===== src/design/bounded_stack_sorted_insert_unit_defines.svh =====
// ============================================================================
// bounded_stack_sorted_insert_unit_defines.svh
// Assertion macros shared by the stack unit RTL.
// ============================================================================
`ifndef BOUNDED_STACK_SORTED_INSERT_UNIT_DEFINES_SVH
`define BOUNDED_STACK_SORTED_INSERT_UNIT_DEFINES_SVH

`ifndef SYNTHESIS

// Same-cycle implication, checked on every rising edge out of reset
`define BSSI_ASSERT_IMP(name, clk, rst_n, ante, cons) \
  name: assert property (@(posedge clk) disable iff (!rst_n) (ante) |-> (cons)) \
    else $error("%m: implication failed");

// Next-cycle implication, checked on every rising edge out of reset
`define BSSI_ASSERT_NXT(name, clk, rst_n, ante, cons) \
  name: assert property (@(posedge clk) disable iff (!rst_n) (ante) |=> (cons)) \
    else $error("%m: next-cycle implication failed");

`else

`define BSSI_ASSERT_IMP(name, clk, rst_n, ante, cons)
`define BSSI_ASSERT_NXT(name, clk, rst_n, ante, cons)

`endif

`endif


===== src/design/bssi_pkg.sv =====
// ============================================================================
// bssi_pkg
// Widths, request and status codes of the bounded stack unit.
// ============================================================================
package bssi_pkg;

  localparam int DATA_W        = 32;
  localparam int REQ_W         = 2;
  localparam int STATUS_W      = 2;
  localparam int COUNT_W       = 6;
  localparam int TDATA_IN_W    = 32;
  localparam int TDATA_OUT_W   = 40;
  localparam int DEFAULT_DEPTH = 32;

  typedef enum logic [REQ_W-1:0] {
    REQ_PUSH    = 2'd0,
    REQ_POP     = 2'd1,
    REQ_REVERSE = 2'd2,
    REQ_ORDERED = 2'd3
  } req_t;

  typedef enum logic [STATUS_W-1:0] {
    ST_OK    = 2'd0,
    ST_FULL  = 2'd1,
    ST_EMPTY = 2'd2
  } status_t;

endpackage


===== src/design/bssi_ram.sv =====
// ============================================================================
// bssi_ram
// Generic simple dual-port RAM: one write port, one read port with the read
// data registered. Read data holds while rd_en is low.
// ============================================================================
module bssi_ram #(
  parameter int WIDTH = 32,
  parameter int DEPTH = 32
) (
  input  logic                     clk,
  input  logic                     wr_en,
  input  logic [$clog2(DEPTH)-1:0] wr_addr,
  input  logic [WIDTH-1:0]         wr_data,
  input  logic                     rd_en,
  input  logic [$clog2(DEPTH)-1:0] rd_addr,
  output logic [WIDTH-1:0]         rd_data
);

  logic [WIDTH-1:0] mem [DEPTH];

  // write and registered read
  always_ff @(posedge clk) begin
    if (wr_en) begin
      mem[wr_addr] <= wr_data;
    end
    if (rd_en) begin
      rd_data <= mem[rd_addr];
    end
  end

endmodule


===== src/design/bounded_stack_sorted_insert_unit.sv =====
// ============================================================================
// bounded_stack_sorted_insert_unit
// Bounded LIFO stack of signed 32-bit words with push, pop, reverse and
// ordered push; one result item per request item.
// ============================================================================
// The stack lives in one RAM with one write and one registered read port, and
// the unit works on one item at a time. Each request ends in S_RESP. Push
// writes the RAM on accept, pop reads the top entry and captures it in
// S_POP_WAIT, reverse swaps the entries at lo and hi moving inward (each swap
// needs two reads and two writes through the single ports), and ordered push
// scans down from the top over the entries smaller than the new value (one
// read and one shifting write per entry), then writes the new value, at the
// bottom when every stored entry is smaller.
// A finished result sits in an output register, so the next item is accepted
// while it waits to be taken.
// Rejected requests (push or ordered push when full, pop when empty) leave the
// stack unchanged. The RAM needs no clearing after reset; only entries below
// the count are ever read.
// ============================================================================
`include "bounded_stack_sorted_insert_unit_defines.svh"

module bounded_stack_sorted_insert_unit
  import bssi_pkg::*;
#(
  parameter int DEPTH = DEFAULT_DEPTH
) (
  input  logic                   clk,
  input  logic                   rst_n,
  // request channel
  input  logic                   in_tvalid,
  output logic                   in_tready,
  input  logic [TDATA_IN_W-1:0]  in_tdata,   // [31:0] value
  input  logic [REQ_W-1:0]       in_tuser,   // [1:0] req_type
  // result channel
  output logic                   out_tvalid,
  input  logic                   out_tready,
  output logic [TDATA_OUT_W-1:0] out_tdata,  // [31:0] data, [37:32] count, [39:38] zero
  output logic [STATUS_W-1:0]    out_tuser   // [1:0] status
);

  localparam int AW = $clog2(DEPTH);
  localparam int CW = $clog2(DEPTH + 1);

  typedef enum logic [3:0] {
    S_IDLE,
    S_POP_WAIT,
    S_REV_RD_LO,
    S_REV_RD_HI,
    S_REV_WR_LO,
    S_REV_WR_HI,
    S_ORD_RD,
    S_ORD_CMP,
    S_RESP
  } state_t;

  state_t              state_r, state_nxt;
  logic [CW-1:0]       cnt_r, cnt_nxt;
  logic [AW-1:0]       lo_r, lo_nxt;
  logic [AW-1:0]       hi_r, hi_nxt;
  logic [AW-1:0]       pos_r, pos_nxt;
  logic [DATA_W-1:0]   val_r, val_nxt;
  logic [DATA_W-1:0]   tmp_r, tmp_nxt;
  logic [DATA_W-1:0]   res_data_r, res_data_nxt;
  status_t             res_status_r, res_status_nxt;
  logic                out_valid_r, out_valid_nxt;
  logic [DATA_W-1:0]   out_data_r, out_data_nxt;
  status_t             out_status_r, out_status_nxt;
  logic [COUNT_W-1:0]  out_count_r, out_count_nxt;

  logic                mem_we;
  logic [AW-1:0]       mem_waddr;
  logic [DATA_W-1:0]   mem_wdata;
  logic                mem_re;
  logic [AW-1:0]       mem_raddr;
  logic [DATA_W-1:0]   mem_rdata;

  logic                in_acc;
  req_t                in_req;
  logic [DATA_W-1:0]   in_value;
  logic                full;
  logic                empty;
  logic [CW-1:0]       cnt_inc;
  logic [CW-1:0]       cnt_dec;
  logic [AW-1:0]       lo_inc;
  logic [AW-1:0]       hi_dec;
  logic [AW-1:0]       pos_dec;

  // stack storage
  bssi_ram #(
    .WIDTH (DATA_W),
    .DEPTH (DEPTH)
  ) u_ram (
    .clk     (clk),
    .wr_en   (mem_we),
    .wr_addr (mem_waddr),
    .wr_data (mem_wdata),
    .rd_en   (mem_re),
    .rd_addr (mem_raddr),
    .rd_data (mem_rdata)
  );

  // decode request and helpers
  assign in_tready = (state_r == S_IDLE);
  assign in_acc    = in_tvalid && in_tready;
  assign in_req    = req_t'(in_tuser);
  assign in_value  = in_tdata[DATA_W-1:0];
  assign full      = (cnt_r == CW'(DEPTH));
  assign empty     = (cnt_r == '0);
  assign cnt_inc   = cnt_r + CW'(1);
  assign cnt_dec   = cnt_r - CW'(1);
  assign lo_inc    = lo_r + AW'(1);
  assign hi_dec    = hi_r - AW'(1);
  assign pos_dec   = pos_r - AW'(1);

  // sequencer: read, modify and write back through the RAM
  always_comb begin
    state_nxt      = state_r;
    cnt_nxt        = cnt_r;
    lo_nxt         = lo_r;
    hi_nxt         = hi_r;
    pos_nxt        = pos_r;
    val_nxt        = val_r;
    tmp_nxt        = tmp_r;
    res_data_nxt   = res_data_r;
    res_status_nxt = res_status_r;
    out_valid_nxt  = out_valid_r;
    out_data_nxt   = out_data_r;
    out_status_nxt = out_status_r;
    out_count_nxt  = out_count_r;
    mem_we         = 1'b0;
    mem_waddr      = '0;
    mem_wdata      = '0;
    mem_re         = 1'b0;
    mem_raddr      = '0;

    // drop a result once taken
    if (out_valid_r && out_tready) begin
      out_valid_nxt = 1'b0;
    end

    case (state_r)
      S_IDLE: begin
        if (in_acc) begin
          res_data_nxt   = '0;
          res_status_nxt = ST_OK;
          state_nxt      = S_RESP;
          case (in_req)
            REQ_PUSH: begin
              if (full) begin
                res_status_nxt = ST_FULL;
              end else begin
                mem_we    = 1'b1;
                mem_waddr = cnt_r[AW-1:0];
                mem_wdata = in_value;
                cnt_nxt   = cnt_inc;
              end
            end
            REQ_POP: begin
              if (empty) begin
                res_data_nxt   = '1;
                res_status_nxt = ST_EMPTY;
              end else begin
                mem_re    = 1'b1;
                mem_raddr = cnt_dec[AW-1:0];
                cnt_nxt   = cnt_dec;
                state_nxt = S_POP_WAIT;
              end
            end
            REQ_REVERSE: begin
              if (cnt_r > CW'(1)) begin
                lo_nxt    = '0;
                hi_nxt    = cnt_dec[AW-1:0];
                state_nxt = S_REV_RD_LO;
              end
            end
            REQ_ORDERED: begin
              if (full) begin
                res_status_nxt = ST_FULL;
              end else begin
                val_nxt   = in_value;
                pos_nxt   = cnt_r[AW-1:0];
                state_nxt = S_ORD_RD;
              end
            end
            default: begin
              state_nxt = S_RESP;
            end
          endcase
        end
      end

      // capture the popped word
      S_POP_WAIT: begin
        res_data_nxt = mem_rdata;
        state_nxt    = S_RESP;
      end

      // swap the entries at lo and hi
      S_REV_RD_LO: begin
        mem_re    = 1'b1;
        mem_raddr = lo_r;
        state_nxt = S_REV_RD_HI;
      end
      S_REV_RD_HI: begin
        mem_re    = 1'b1;
        mem_raddr = hi_r;
        tmp_nxt   = mem_rdata;
        state_nxt = S_REV_WR_LO;
      end
      S_REV_WR_LO: begin
        mem_we    = 1'b1;
        mem_waddr = lo_r;
        mem_wdata = mem_rdata;
        state_nxt = S_REV_WR_HI;
      end
      S_REV_WR_HI: begin
        mem_we    = 1'b1;
        mem_waddr = hi_r;
        mem_wdata = tmp_r;
        lo_nxt    = lo_inc;
        hi_nxt    = hi_dec;
        if (lo_inc < hi_dec) begin
          state_nxt = S_REV_RD_LO;
        end else begin
          state_nxt = S_RESP;
        end
      end

      // scan down, shifting smaller entries up by one
      S_ORD_RD: begin
        if (pos_r == '0) begin
          mem_we    = 1'b1;
          mem_waddr = pos_r;
          mem_wdata = val_r;
          cnt_nxt   = cnt_inc;
          state_nxt = S_RESP;
        end else begin
          mem_re    = 1'b1;
          mem_raddr = pos_dec;
          state_nxt = S_ORD_CMP;
        end
      end
      S_ORD_CMP: begin
        mem_we    = 1'b1;
        mem_waddr = pos_r;
        if ($signed(mem_rdata) < $signed(val_r)) begin
          mem_wdata = mem_rdata;
          pos_nxt   = pos_dec;
          state_nxt = S_ORD_RD;
        end else begin
          mem_wdata = val_r;
          cnt_nxt   = cnt_inc;
          state_nxt = S_RESP;
        end
      end

      // hand the result to the output register when it is free
      S_RESP: begin
        if (!out_valid_r || out_tready) begin
          out_valid_nxt  = 1'b1;
          out_data_nxt   = res_data_r;
          out_status_nxt = res_status_r;
          out_count_nxt  = COUNT_W'(cnt_r);
          state_nxt      = S_IDLE;
        end
      end

      default: begin
        state_nxt = S_IDLE;
      end
    endcase
  end

  // state and registered outputs
  always_ff @(posedge clk) begin
    if (!rst_n) begin
      state_r     <= S_IDLE;
      cnt_r       <= '0;
      out_valid_r <= 1'b0;
    end else begin
      state_r      <= state_nxt;
      cnt_r        <= cnt_nxt;
      out_valid_r  <= out_valid_nxt;
      lo_r         <= lo_nxt;
      hi_r         <= hi_nxt;
      pos_r        <= pos_nxt;
      val_r        <= val_nxt;
      tmp_r        <= tmp_nxt;
      res_data_r   <= res_data_nxt;
      res_status_r <= res_status_nxt;
      out_data_r   <= out_data_nxt;
      out_status_r <= out_status_nxt;
      out_count_r  <= out_count_nxt;
    end
  end

  // drive the result channel
  assign out_tvalid = out_valid_r;
  assign out_tdata  = {(TDATA_OUT_W - COUNT_W - DATA_W)'(0), out_count_r, out_data_r};
  assign out_tuser  = out_status_r;

  // checks
  `BSSI_ASSERT_IMP(a_cnt_bound, clk, rst_n, 1'b1, cnt_r <= CW'(DEPTH))
  `BSSI_ASSERT_NXT(a_accept_busy, clk, rst_n, in_acc, state_r != S_IDLE)
  `BSSI_ASSERT_NXT(a_push_count, clk, rst_n,
                   in_acc && in_req == REQ_PUSH && !full, cnt_r == $past(cnt_inc))
  `BSSI_ASSERT_IMP(a_rev_order, clk, rst_n, state_r == S_REV_RD_LO, lo_r < hi_r)
  `BSSI_ASSERT_IMP(a_resp_slot, clk, rst_n,
                   out_valid_r && !out_tready && state_r == S_RESP, state_nxt == S_RESP)

endmodule

===== config.mk =====
export PLATFORM = sky130hd
export DESIGN_NAME = bounded_stack_sorted_insert_unit
export DESIGN_NICKNAME = d
export VERILOG_FILES = /design/src/design/bssi_pkg.sv /design/src/design/bssi_ram.sv /design/src/design/bounded_stack_sorted_insert_unit.sv
export VERILOG_INCLUDE_DIRS = /design/src /design/src/design
export SDC_FILE = /design/constraint.sdc
export NUM_CORES = 2
export LEC_CHECK = 0
export BUFFER_PORTS_ARGS = -buffer_cell sky130_fd_sc_hd__clkbuf_2
export CAP_MARGIN = 20
export CORE_ASPECT_RATIO = 2
export CORE_MARGIN = 2
export CORE_UTILIZATION = 50
export DETAILED_ROUTE_END_ITERATION = 12
export GPL_TIMING_DRIVEN = 0
export PLACE_DENSITY = 0.69
export SLEW_MARGIN = 20
export SYNTH_ARGS = -nofsm -noshare
export SYNTH_HDL_FRONTEND = slang
export SYNTH_SLANG_ARGS = --single-unit

===== constraint.sdc =====
create_clock -name clk -period 4.5 [get_ports clk]
set_input_delay 0.9 -clock clk [delete_from_list [all_inputs] [get_ports clk]]
set_output_delay 0.9 -clock clk [all_outputs]
set_load 0.02 [all_outputs]

==> tab_implementation.tex <==
\begin{tabular}{lr}
\hline
Metric & Value \\
\hline
\multicolumn{2}{l}{\textbf{Cells and area}} \\
Storage element area & 0.0365 sq mm \\
Share of final-layout standard cells stronger than drive strength 1 & a little under a fifth \\
Fill cell instance count of the final layout & about 7.3k \\
Net total in the final layout & around 3.7k \\
Fin util & between 50\% and 60\% \\
Area added between synthesis and finish & 15.9\% \\
Footprint of the multi-input gates & 0.0118 sq mm \\
Final non-filler cell area & about 0.057 sq mm \\
\multicolumn{2}{l}{\textbf{Power}} \\
Relative contribution of the clock network to total power & 27.5\% \\
Int Power & 22.2 mW \\
Worst vdd ir & 0.000380 V \\
Power density of the placed cells & $\sim$570 mW/mm\^{}2 \\
Logic pwr share & 27.8\% \\
Net switching power & 10.3 mW \\
Sw Share & around a third \\
Leakage power & just under 20 nW \\
Total power of the final layout & between 30 and 40 mW \\
Proportion of power drawn by flip-flops and latches & approximately 45\% \\
\multicolumn{2}{l}{\textbf{Global routing}} \\
Wire length of the first global-routing pass & 192000 um \\
Maximum number of pins on one net before global-route repair & 33 \\
Via count of the first global-routing pass & $\sim$30k \\
Global route overflow & 0 \\
Overall Global Routing Usage & a little over a quarter \\
Antenna violations before repair & 1 \\
\multicolumn{2}{l}{\textbf{Routing}} \\
Total wire length after detailed routing & between 100000 and 150000 um \\
Vias/cell & approximately 6.0 \\
First-pass iteration count of the detailed router & 7 \\
Number of antenna-violating nets in the routed design & 0 \\
Routed vias & slightly below 30k \\
Number of remaining DRC errors & 0 \\
Detailed-route wire length per cell & 27.0 um \\
Number of violations reported at the end of detailed-routing iteration 0 & 2775 \\
\multicolumn{2}{l}{\textbf{Clock network}} \\
CTS H-tree lvls & 3 \\
Insertion delay to the later sink of the worst-skew pair & approximately 0.70 ns \\
Clock-pin slew on the worst setup and hold paths & 0.07 ns \\
Number of sinks on the clock net & 1220 \\
TritonCTS buffer count & a little under 100 \\
Maximum clock path buffer count & 3 \\
CTS root buf & clkbuf\_16 \\
CTS tree & yes \\
\multicolumn{2}{l}{\textbf{STA}} \\
\# setup viols final & 44 \\
Total negative setup slack & -1.49 ns \\
Final WS setup & -0.0499 ns \\
Worst max-slew margin expressed relative to the limit & between 20\% and 30\% \\
Measured slew at the worst slew-check pin & between 1 and 1.5 ns \\
Post-route fraction of the period consumed by the critical path & 101\% \\
Final max-slew violation count & 0 \\
Worst hold slack & between 0.3 and 0.4 ns \\
Final worst clock skew & between 0.015 and 0.02 ns \\
F\_max & roughly 220 MHz \\
Final-report hold violation count & 0 \\
Final critical-path required period & $\sim$4.5 ns \\
\multicolumn{2}{l}{\textbf{Synth}} \\
Proportion of synthesized flip-flops having asynchronous set or reset & 0\% \\
Area share of the largest cell type after synthesis & 74.2\% \\
Top cells by instance count after synthesis & edfxtp\_1 (1209), nand2\_1 (755), nand3\_1 (268), clkbuf\_1 (142), mux4\_2 (128) \\
Synthesized area per cell & roughly 15 sq um \\
Synthesized cell area & about 0.049 sq mm \\
Most used standard cell by instance count after synthesis & edfxtp\_1 \\
Unique cell type count in the Yosys netlist & 59 \\
Seq/Total Area, Yosys & about three quarters \\
Dominant register cell in the synthesized netlist & edfxtp\_1 \\
Top area cells in the synthesized netlist & edfxtp\_1 (74\%), mux4\_2 (5.9\%), nand2\_1 (5.8\%), nand3\_1 (2.7\%), ha\_1 (1.2\%) \\
Cell type with the highest aggregate area in the netlist & edfxtp\_1 \\
Number of enable-type register cells in the synthesized netlist & 1209 \\
Gate count after technology mapping & roughly 3.2k \\
Number of synthesis warnings & 0 \\
Flops \& latches, synth & approximately 1.2k \\
\multicolumn{2}{l}{\textbf{Outcome}} \\
Violated checks & negative setup slack \\
Run status & finished, violations left \\
\multicolumn{2}{l}{\textbf{Worst setup path}} \\
WP depth & 15 \\
Critical Path Most Common Cell & buf\_4 \\
Reg2reg start & u\_ram.rd\_data[5] \\
Type of element capturing the critical path & flop \\
Arrival time at the worst endpoint & between 4 and 5 ns \\
Number of cells on the worst reg-to-reg path & 15 \\
Register-to-register setup slack & -0.05 ns \\
Crit path kind & reg2reg \\
Required arrival time at the worst endpoint & 4.94 ns \\
Startpoint class of the critical path & flop \\
Critical path startpoint & u\_ram.rd\_data[5] \\
Series of cell instances along the critical path & ha\_1, a21oi\_1, o21ai\_0, a21oi\_1, o211ai\_1, a31o\_2, mux2i\_1, buf\_2, clkbuf\_4, mux2i\_1, o211ai\_1, buf\_4, buf\_4, buf\_4, buf\_4 \\
Worst path max stage delay & 0.57 ns \\
Kind of cell with the highest combined delay on the critical path & buffers and inverters \\
Slowest stage cell on the critical path & o211ai\_1 \\
Bufs and invs on worst path & 6 \\
Highest net fanout along the worst path & 13 \\
Reg-to-reg endpoint & u\_ram.mem[6][8] \\
Setup crit end & u\_ram.mem[6][8] \\
\multicolumn{2}{l}{\textbf{Floorplan}} \\
Die span in y & about 450 um \\
Top-level I/O count & 82 \\
Die ar. & 0.100 sq mm \\
Row count & 162 \\
Area of the core & around 0.097 sq mm \\
Die width & around 230 um \\
Initial Utilization & 50.3\% \\
\multicolumn{2}{l}{\textbf{Placed design}} \\
Area of placed instances & about 0.053 sq mm \\
Detailed-placement wirelength estimate & 96800 um \\
Number of buffers added on ports & 79 \\
Final weighted congestion in routability-driven placement & 0.945 \\
\multicolumn{2}{l}{\textbf{Min path}} \\
Min-delay src & in\_tdata[10] \\
HP Class & in2reg \\
\multicolumn{2}{l}{\textbf{Job}} \\
Count of max-cap constraint violations & 0 \\
\hline
\end{tabular}
[repair_timing]
item | CTS | global route
setup buffers | 50 | 2
resized for setup | 56 | 13
pin swaps | 20 | 1
setup endpoints to repair | 1281 | 452
hold buffers | 0 | 0
[worst min-delay path by stage]
stage                                 to  slack (ns)  cells past startpoint
after floorplan            out_data_r[0]        0.40                      0
after global placement     out_data_r[2]        0.40                      0
after detailed placement  out_data_r[11]        0.40                      0
after CTS                      val_r[29]        0.35                      1
after global routing           val_r[22]        0.38                      1
final                          val_r[10]        0.40                      1
[layer usage]
layer  up-vias  part of all wire, %  routed length (um)  GRT usage [%]
li1      12900                    -                   -              -
met1     14600                   32               41500           25.5
met2      1226                   55               73000           50.8
met3       415                  4.8                6350           3.45
met4         0                  8.2               10800           19.6
met5         -                    0                   0              0
[state kept, by name, indices dropped and copies added (netlist names)]
register       cells
hi_r               5
state_r            4
res_status_r       2
out_tvalid         1
pos_r              5
val_r             32
u_ram.rd_data     32
out_count_r        6
cnt_r              6
tmp_r             32
res_data_r        32
out_tuser          2
lo_r               5
u_ram.mem       1024
out_data_r        32
[logic make-up after synthesis]
family,count (synthesis),synth area share [%]
buffers and inverters,223,1.92
AO/OA/AOI/OAI,344,4.72
XOR/XNOR,12,0.215
flip-flops,1220,74.7
multiplexers,180,6.97
other,1,0.00767
adder cells (fa/ha/maj),46,1.18
AND/OR/NAND/NOR,1184,10.3
[worst reg2reg max path, delay by kind of cell (launching register included)]
family | cells | cell delay [ns]
compound gates | 6 | 1.41
fa+ha+maj | 1 | 0.35
buf+inv | 6 | 1.55
flops | 1 | 0.47
mux | 2 | 0.52
[power by group through the flow]
stage	Combinational [mW]	Sequential, mW	Clock [mW]
after global placement	7.86	14.9	0
after global routing	9.59	14.6	9.40
after detailed placement	8.67	14.8	0
after floorplan	4.82	14.8	0
final	9.02	14.5	8.95
after CTS	8.91	14.5	9.02
[area by class of cell]
class | instances | area share [%]
well taps | 1230 | 2.71
repair buffers | 270 | 4.43
inverters | 45 | 0.298
plain buffers | 176 | 1.49
flip-flops and latches | 1220 | 64.4
diodes | 1 | 0.00441
multi-input cells | 1768 | 20.8
clock inverters | 64 | 1.30
clock buffers | 113 | 4.50
[through the flow]
stage / std cells / worst slack (ns)
2_1_floorplan: 3211 / 0.137
3_3_place_gp: 4520 / -2.29
3_5_place_dp: 4658 / -0.953
4_1_cts: 4885 / 0.0128
5_1_grt: 4887 / -0.00651
6_report: 4887 / -0.0499
[layout by cell type, fill, tap and decap left out, types with 32 or more instances in the layout]
master	Yosys	routed
clkbuf_1	142	131
nand2_1	755	754
nand3_1	268	265
or3_1	34	33
mux4_2	128	128
inv_1	45	45
buf_12	0	32
a22oi_1	64	63
edfxtp_1	1209	1209
o211ai_1	34	34
buf_4	3	150
o21ai_0	85	84
a21oi_1	56	56
a222oi_1	34	34
o22ai_1	33	33
clkbuf_16	0	100
ha_1	46	46
nor2_4	0	35
clkbuf_2	0	93
mux2i_1	47	47
No activity file was read; power rests on OpenSTA's default activity.
